**src/design/rcsfr_pkg.sv**
```systemverilog
// Shared types and constants for the serial RC frame receiver.
package rcsfr_pkg;

    localparam int FRAME_LEN    = 32;
    localparam int NUM_CHANNELS = 10;
    localparam int POS_W        = $clog2(FRAME_LEN);
    localparam int CH_W         = 4;
    localparam int CFG_IDX_W    = 1;
    localparam int CFG_DATA_W   = 16;

    localparam logic [POS_W-1:0] LAST_POS   = POS_W'(FRAME_LEN - 1);
    localparam logic [POS_W-1:0] CK_LO_POS  = POS_W'(FRAME_LEN - 2);
    localparam logic [CH_W-1:0]  LAST_CH    = CH_W'(NUM_CHANNELS - 1);
    localparam logic [15:0]      SUM_INIT   = 16'hFFFF;
    localparam logic [15:0]      GAP_RESET  = 16'd3000;
    localparam logic [7:0]       SYNC_RESET = 8'h20;

    // Configuration register indexes
    localparam logic [CFG_IDX_W-1:0] CFG_GAP_TIMEOUT = 1'd0;
    localparam logic [CFG_IDX_W-1:0] CFG_SYNC_VALUE  = 1'd1;

    typedef struct packed {
        logic [7:0]  rx_byte;
        logic [31:0] time_us;
    } t_in_item;

    typedef struct packed {
        logic            status;
        logic [CH_W-1:0] channel_index;
        logic [15:0]     channel_value;
        logic            last;
    } t_out_item;

    typedef enum logic [2:0] {
        S_IDLE,
        S_UPDATE,
        S_ERR,
        S_RD_LO,
        S_RD_HI,
        S_EMIT
    } t_state;

    typedef struct packed {
        logic capture;
        logic update;
        logic rd_lo;
        logic rd_hi;
        logic load_err;
        logic load_ch;
        logic ch_clear;
    } t_ctrl_cmd;

    typedef struct packed {
        logic frame_done;
        logic sum_ok;
        logic can_load;
        logic ch_last;
    } t_dp_status;

endpackage

```
**src/design/rc_serial_frame_receiver_unit.sv**
```systemverilog
// Top level of the serial RC frame receiver: controller, datapath and assertions.
//
//  channel | direction | handshake            | payload
//  in      | input     | i_in_valid/o_in_stall | t_in_item (rx_byte, time_us)
//  out     | output    | o_out_valid/i_out_stall | t_out_item (status, index, value, last)
//  cfg     | input     | i_cfg_valid/o_cfg_ready | i_cfg_index, i_cfg_data
//
//  A byte that does not complete a frame is captured, then used in an update.
//  A completed frame with a bad checksum then goes through S_ERR; a good one
//  reads each channel in S_RD_LO, S_RD_HI and S_EMIT, through the single read port
//  of the frame store, one byte per read. A stalled output holds S_ERR or S_EMIT.
//  Reset is synchronous; the frame store has no reset and needs no clearing pass.
module rc_serial_frame_receiver_unit (
    input  logic                             i_clk,
    input  logic                             i_rst_n,
    input  logic                             i_in_valid,
    output logic                             o_in_stall,
    input  rcsfr_pkg::t_in_item              i_in_item,
    output logic                             o_out_valid,
    input  logic                             i_out_stall,
    output rcsfr_pkg::t_out_item             o_out_item,
    input  logic                             i_cfg_valid,
    output logic                             o_cfg_ready,
    input  logic [rcsfr_pkg::CFG_IDX_W-1:0]  i_cfg_index,
    input  logic [rcsfr_pkg::CFG_DATA_W-1:0] i_cfg_data
);
    import rcsfr_pkg::*;

    t_ctrl_cmd  cmd;
    t_dp_status status;

    assign o_cfg_ready = 1'b1;

    rcsfr_ctrl u_ctrl (
        .i_clk      (i_clk),
        .i_rst_n    (i_rst_n),
        .i_in_valid (i_in_valid),
        .i_status   (status),
        .o_cmd      (cmd),
        .o_in_stall (o_in_stall)
    );

    rcsfr_dp u_dp (
        .i_clk       (i_clk),
        .i_rst_n     (i_rst_n),
        .i_cmd       (cmd),
        .o_status    (status),
        .i_in_item   (i_in_item),
        .i_cfg_we    (i_cfg_valid && o_cfg_ready),
        .i_cfg_index (i_cfg_index),
        .i_cfg_data  (i_cfg_data),
        .o_out_valid (o_out_valid),
        .i_out_stall (i_out_stall),
        .o_out_item  (o_out_item)
    );

    // One item at a time: busy right after an accept
    a_busy_after_accept: assert property (@(posedge i_clk) disable iff (!i_rst_n)
        i_in_valid && !o_in_stall |=> o_in_stall)
        else $error("input accepted while previous item in work");

    a_error_shape: assert property (@(posedge i_clk) disable iff (!i_rst_n)
        o_out_valid && o_out_item.status |->
            o_out_item.last && o_out_item.channel_index == '0 &&
            o_out_item.channel_value == '0)
        else $error("malformed error result");

    a_last_channel: assert property (@(posedge i_clk) disable iff (!i_rst_n)
        o_out_valid && !o_out_item.status |->
            o_out_item.last == (o_out_item.channel_index == LAST_CH))
        else $error("last flag does not match final channel");

    a_no_load_busy: assert property (@(posedge i_clk) disable iff (!i_rst_n)
        (cmd.load_ch || cmd.load_err) |-> status.can_load)
        else $error("result loaded over a stalled result");

endmodule

```
**src/design/rcsfr_ctrl.sv**
```systemverilog
// Controller state machine: sequences byte update, frame check and result output.
module rcsfr_ctrl (
    input  logic                   i_clk,
    input  logic                   i_rst_n,
    input  logic                   i_in_valid,
    input  rcsfr_pkg::t_dp_status  i_status,
    output rcsfr_pkg::t_ctrl_cmd   o_cmd,
    output logic                   o_in_stall
);
    import rcsfr_pkg::*;

    t_state r_state;
    t_state n_state;

    always_ff @(posedge i_clk) begin
        if (!i_rst_n) begin
            r_state <= S_IDLE;
        end else begin
            r_state <= n_state;
        end
    end

    always_comb begin
        n_state = r_state;
        unique case (r_state)
            S_IDLE: begin
                if (i_in_valid) n_state = S_UPDATE;
            end
            S_UPDATE: begin
                if (i_status.frame_done) begin
                    n_state = i_status.sum_ok ? S_RD_LO : S_ERR;
                end else begin
                    n_state = S_IDLE;
                end
            end
            S_ERR: begin
                if (i_status.can_load) n_state = S_IDLE;
            end
            S_RD_LO: n_state = S_RD_HI;
            S_RD_HI: n_state = S_EMIT;
            S_EMIT: begin
                if (i_status.can_load) begin
                    n_state = i_status.ch_last ? S_IDLE : S_RD_LO;
                end
            end
            default: n_state = S_IDLE;
        endcase
    end

    always_comb begin
        o_cmd      = '0;
        o_in_stall = 1'b1;
        unique case (r_state)
            S_IDLE: begin
                o_in_stall    = 1'b0;
                o_cmd.capture = i_in_valid;
            end
            S_UPDATE: begin
                o_cmd.update   = 1'b1;
                o_cmd.ch_clear = 1'b1;
            end
            S_ERR:   o_cmd.load_err = i_status.can_load;
            S_RD_LO: o_cmd.rd_lo    = 1'b1;
            S_RD_HI: o_cmd.rd_hi    = 1'b1;
            S_EMIT:  o_cmd.load_ch  = i_status.can_load;
            default: o_cmd = '0;
        endcase
    end

endmodule

```
**src/design/rcsfr_dp.sv**
```systemverilog
// Datapath: config registers, gap test, frame store, running checksum, output register.
module rcsfr_dp (
    input  logic                                   i_clk,
    input  logic                                   i_rst_n,
    input  rcsfr_pkg::t_ctrl_cmd                   i_cmd,
    output rcsfr_pkg::t_dp_status                  o_status,
    input  rcsfr_pkg::t_in_item                    i_in_item,
    input  logic                                   i_cfg_we,
    input  logic [rcsfr_pkg::CFG_IDX_W-1:0]        i_cfg_index,
    input  logic [rcsfr_pkg::CFG_DATA_W-1:0]       i_cfg_data,
    output logic                                   o_out_valid,
    output rcsfr_pkg::t_out_item                   o_out_item,
    input  logic                                   i_out_stall
);
    import rcsfr_pkg::*;

    logic [15:0]      r_gap_timeout;
    logic [7:0]       r_sync;
    logic [7:0]       r_byte;
    logic [31:0]      r_time;
    logic [31:0]      r_last_time;
    logic [POS_W-1:0] r_pos;
    logic [POS_W-1:0] n_pos;
    logic [15:0]      r_sum;
    logic [7:0]       r_ck_lo;
    logic [CH_W-1:0]  r_ch;
    logic [7:0]       r_frame [FRAME_LEN];
    logic [7:0]       r_rdata;
    logic [7:0]       r_lo;
    logic             r_out_valid;
    t_out_item        r_out_item;

    logic [31:0]      gap_diff;
    logic             gap;
    logic [POS_W-1:0] eff_pos;
    logic             keep;
    logic [POS_W-1:0] rd_addr;
    logic             can_load;

    always_ff @(posedge i_clk) begin
        if (!i_rst_n) begin
            r_gap_timeout <= GAP_RESET;
            r_sync        <= SYNC_RESET;
        end else if (i_cfg_we) begin
            unique case (i_cfg_index)
                CFG_GAP_TIMEOUT: r_gap_timeout <= i_cfg_data;
                CFG_SYNC_VALUE:  r_sync        <= i_cfg_data[7:0];
            endcase
        end
    end

    always_ff @(posedge i_clk) begin
        if (i_cmd.capture) begin
            r_byte <= i_in_item.rx_byte;
            r_time <= i_in_item.time_us;
        end
    end

    // Wrapping gap; an exactly equal gap does not restart the frame
    assign gap_diff = r_time - r_last_time;
    assign gap      = gap_diff > {16'd0, r_gap_timeout};
    assign eff_pos  = gap ? '0 : r_pos;
    assign keep     = (eff_pos != '0) || (r_byte == r_sync);

    always_comb begin
        n_pos = eff_pos;
        if (keep && eff_pos != LAST_POS) n_pos = eff_pos + POS_W'(1);
    end

    always_ff @(posedge i_clk) begin
        if (!i_rst_n) begin
            r_pos       <= '0;
            r_last_time <= '0;
        end else if (i_cmd.update) begin
            r_pos       <= n_pos;
            r_last_time <= r_time;
        end
    end

    // Running checksum over bytes 0..29; byte 30 held for the compare
    always_ff @(posedge i_clk) begin
        if (i_cmd.update && keep) begin
            if (eff_pos == '0) begin
                r_sum <= SUM_INIT - {8'd0, r_byte};
            end else if (eff_pos < CK_LO_POS) begin
                r_sum <= r_sum - {8'd0, r_byte};
            end
            if (eff_pos == CK_LO_POS) r_ck_lo <= r_byte;
        end
    end

    assign rd_addr = {r_ch, 1'b0} + (i_cmd.rd_hi ? POS_W'(3) : POS_W'(2));

    always_ff @(posedge i_clk) begin
        if (i_cmd.update && keep) r_frame[eff_pos] <= r_byte;
        if (i_cmd.rd_lo || i_cmd.rd_hi) r_rdata <= r_frame[rd_addr];
    end

    always_ff @(posedge i_clk) begin
        if (i_cmd.rd_hi) r_lo <= r_rdata;
    end

    always_ff @(posedge i_clk) begin
        if (!i_rst_n) begin
            r_ch <= '0;
        end else if (i_cmd.ch_clear) begin
            r_ch <= '0;
        end else if (i_cmd.load_ch) begin
            r_ch <= r_ch + CH_W'(1);
        end
    end

    assign can_load = !r_out_valid || !i_out_stall;

    always_ff @(posedge i_clk) begin
        if (!i_rst_n) begin
            r_out_valid <= 1'b0;
        end else if (i_cmd.load_err || i_cmd.load_ch) begin
            r_out_valid <= 1'b1;
        end else if (!i_out_stall) begin
            r_out_valid <= 1'b0;
        end
    end

    always_ff @(posedge i_clk) begin
        if (i_cmd.load_err) begin
            r_out_item <= '{status: 1'b1, channel_index: '0, channel_value: '0,
                            last: 1'b1};
        end else if (i_cmd.load_ch) begin
            r_out_item <= '{status: 1'b0, channel_index: r_ch,
                            channel_value: {r_rdata, r_lo}, last: (r_ch == LAST_CH)};
        end
    end

    assign o_status.frame_done = keep && (eff_pos == LAST_POS);
    assign o_status.sum_ok     = r_sum == {r_byte, r_ck_lo};
    assign o_status.can_load   = can_load;
    assign o_status.ch_last    = r_ch == LAST_CH;

    assign o_out_valid = r_out_valid;
    assign o_out_item  = r_out_item;

endmodule

```
**config.mk**
```make
export PLATFORM = sky130hd
export DESIGN_NAME = rc_serial_frame_receiver_unit
export DESIGN_NICKNAME = d
export VERILOG_FILES = /design/src/design/rcsfr_pkg.sv /design/src/design/rc_serial_frame_receiver_unit.sv /design/src/design/rcsfr_ctrl.sv /design/src/design/rcsfr_dp.sv
export SDC_FILE = /design/constraint.sdc
export NUM_CORES = 1
export LEC_CHECK = 0
export ABC_AREA = 1
export ABC_CLOCK_PERIOD_IN_PS = 6600
export BUFFER_PORTS_ARGS = -buffer_cell sky130_fd_sc_hd__buf_2
export CAP_MARGIN = 20
export CORE_AREA = 2 2 204 206
export DETAILED_ROUTE_END_ITERATION = 7
export DIE_AREA = 0 0 206 208
export GPL_TIMING_DRIVEN = 1
export MAX_ROUTING_LAYER = met4
export PLACE_DENSITY = 0.72
export RECOVER_POWER = 50
export SLEW_MARGIN = 20
export SYNTH_ARGS = -nofsm -noshare
export SYNTH_HDL_FRONTEND = slang
export SYNTH_SLANG_ARGS = --single-unit
export TNS_END_PERCENT = 50
```
**constraint.sdc**
```tcl
create_clock -name i_clk -period 6.6 [get_ports i_clk]
set_clock_uncertainty 0.15 [all_clocks]
set_input_delay 1.32 -clock i_clk [delete_from_list [all_inputs] [get_ports i_clk]]
set_output_delay 1.32 -clock i_clk [all_outputs]
set_load 0.01 [all_outputs]
```
==> results.cfg <==
[run_status]
status = finished with violations
violations = capacitance limit, slew limit

[sta]
slew_violations = 350
fin_crit_sh = 0.871
slew_headroom = -0.892
fmax_ghz = 0.174
setup_viol = 0
worst_pin_slew_ns = 2.84
grt_setup_unrepaired = no
fin_tns_setup_ns = 0
hold_violations = 0
period_needed_ns = 5.75

[floorplan]
std_cell_rows = 74
boundaryPins = 87
die_h_um = 208
start_util = 0.494
fp.dieW_um = 206
fp.dieArea_mm2 = 0.0428
core_area_mm2 = 0.0406

[critical_path]
cp.buffers_inverters = 3
cp-start-kind = flip-flop
critPathMostFrequentCell = nand3_1
path_max_fanout = 10
cp_data_required_time_ns = 6.66
critPathSlowestCell = nor2_1
critPathKind = flip-flop to flip-flop
cp_top_family = simple AND/OR/NAND/NOR gates
crit_arrival_ns = 5.81
cp-end-kind = flip-flop
cpPeakStageDelay_ns = 0.82

[logic_synthesis]
synth_flop_cell = edfxtp_1
synth_enable_flop_cells = 336
seq_area_frac_synth = 0.594
synth_warnings = 0
synth_top_cells_by_count = 336 x edfxtp_1, 315 x nand2_1, 281 x nor2_1
synthCells = 2031
ys_async_sr_fraction = 0
synthDistinctLibCells = 53
synth_seq_cells = 427
syn_area_mm2 = 0.0200
synth_top_cell_by_area = edfxtp_1
yosysTopAreaCellShare = 0.504
synth.area.top_cells = edfxtp_1 50%, dfxtp_1 9.1%, nand2_1 5.9%
synth.most_common_cell = edfxtp_1
syn_nets = 2157
synth.avg_cell_area_um2 = 9.87

[clock_network]
cts_inserted_buffers = 45
insertion_delay_ns = 0.59
clkTransAtPathRegs_ns = 0.06
cts_num_sinks = 427
cts_setup_buffers = 0
cts_hold_buffers = 0
tritoncts = yes
cts_buffer_depth = 3
post_cts_resized = 0
htree_levels = 2
cts-root-buf = clkbuf_16

[grt]
grt_max_degree = 86
antenna_found_initial = 0
grt_pass1_wl_um = 80000
overflow = 0
grt.total_usage = 0.249
grt_pass1_vias = 14300

[drt]
vias = 14900
drcViolationCount = 0
drt_first_pass_iters = 6
detail-route-antenna-nets = 0
dr.first_iter.drc_count = 1384
wl_um = 51100
via_per_inst = 5.56
wl_per_cell_um = 19.1

[power_and_ir_drop]
p_int_w = 0.00460
swShare = 0.245
power_per_cell_area_mw_per_mm2 = 271
p_seq_frac = 0.490
combPwrFrac = 0.098
vdd_drop_max_mv = 0.204
p_clk_frac = 0.413
p_switching_w = 0.00149
p_leak_nw = 8.79

[final_layout]
drive_gt1_frac = 0.117
utilization = 0.553
n_antenna_cell = 0
nNetsFinal = 2235
syn_to_final_growth_pct = 12.0

[place]
buffer_ports.inserted = 85
place_hpwl_um = 34700
routabilityCongestion = 0.996

[run]
cap_violations = 9

[min_path]
hold_path_class = flip-flop to flip-flop
## flip-flops by register name, summed over array words and instances (netlist names)
register / cells
u_dp.r_lo: 8
u_ctrl.r_state: 3
u_dp.r_ck_lo: 8
u_dp.o_out_valid: 1
u_dp.r_byte: 8
u_dp.o_out_item: 22
u_dp.r_rdata: 8
u_dp.r_gap_timeout: 16
u_dp.r_pos: 5
u_dp.r_sum: 16
u_dp.r_last_time: 32
u_dp.r_time: 32
u_dp.r_frame: 256
u_dp.r_sync: 8
u_dp.r_ch: 4
## path summary, 6_finish.rpt
| kind | start | endpoint | slack [ns] | cells past startpoint |
|---|---|---|---|---|
| max | u_dp.r_time[0] | u_dp.r_frame[10][4] | 0.85 | 25 |
| min | u_dp.r_rdata[2] | u_dp.r_lo[2] | 0.30 | 0 |
| max reg2reg | u_dp.r_time[0] | u_dp.r_frame[10][4] | 0.85 | 25 |
| min reg2reg | u_dp.r_rdata[2] | u_dp.r_lo[2] | 0.30 | 0 |
## stage by stage
stage | total power [W] | instance area, um2 | std cells | worst slack (ns) | hold WS [ns]
floorplan | 0.00344 | 20000 | 2031 | 1.80 | 0.277
global placement | 0.00362 | 21000 | 2594 | 1.16 | 0.278
detailed placement | 0.00363 | 21000 | 2594 | 0.905 | 0.285
CTS | 0.00613 | 22500 | 2677 | 0.877 | 0.299
global route | 0.00632 | 22400 | 2677 | 0.451 | 0.301
finish | 0.00609 | 22400 | 2677 | 0.852 | 0.300
## area by class of cell
cell class / count / area, um2
multi-input cells: 1283 / 6930
clock inverters: 27 / 290
repair buffers: 107 / 543
well taps: 532 / 666
clock buffers: 56 / 1190
inverters: 245 / 920
flip-flops and latches: 427 / 11900
fillers: 3540 / 18100
## cells by family (layout without fill, tap and decap cells)
group                      after synthesis  in the layout  share of synthesized area
DFF                                    427            427                      0.594
AOI/OAI and AO/OA                      380            380                      0.112
other                                    1              1                   0.000187
muxes                                    1              1                   0.000500
and+or+nand+nor                        792            792                      0.172
xor gates and xnor gates                45             45                     0.0197
buffers and inverters                  321            435                     0.0609
adders and majority gates               64             64                     0.0407
## routing by layer
metal	vias up	share of wire	wire (um)	track usage
met2	581	0.45	23100	0.376
met3	93	0.074	3790	0.0410
met1	7101	0.45	22800	0.347
li1	7107	-	-	-
met4	0	0.028	1420	0.0719
met5	-	0	0	-
## power groups by stage
stage,clock network (W),logic [W],registers [W]
floorplan,0,0.000398,0.00305
global route,0.00265,0.000678,0.00299
global placement,0,0.000584,0.00303
finish,0.00251,0.000595,0.00298
detailed placement,0,0.000592,0.00304
CTS,0.00255,0.000595,0.00298
## layout by cell type (no fill, tap or decap), types with 14 or more instances in the layout
| cell type | synthesis | final |
|---|---|---|
| buf_2 | 1 | 83 |
| o211ai_1 | 15 | 15 |
| xnor2_1 | 14 | 14 |
| nor2_1 | 281 | 279 |
| inv_1 | 225 | 224 |
| nand3_1 | 93 | 93 |
| inv_2 | 16 | 17 |
| clkbuf_16 | 0 | 45 |
| nand2_2 | 28 | 28 |
| edfxtp_1 | 336 | 336 |
| clkbuf_1 | 70 | 23 |
| nand4_1 | 17 | 17 |
| ha_1 | 62 | 62 |
| a21oi_1 | 52 | 52 |
| nand2_1 | 315 | 315 |
| nor2_2 | 14 | 14 |
| xor2_1 | 31 | 31 |
| dfxtp_1 | 91 | 91 |
| o21ai_0 | 209 | 209 |
| a31oi_1 | 17 | 17 |
| o221ai_1 | 55 | 55 |
Note: power is estimated with default switching activity, not from simulation.
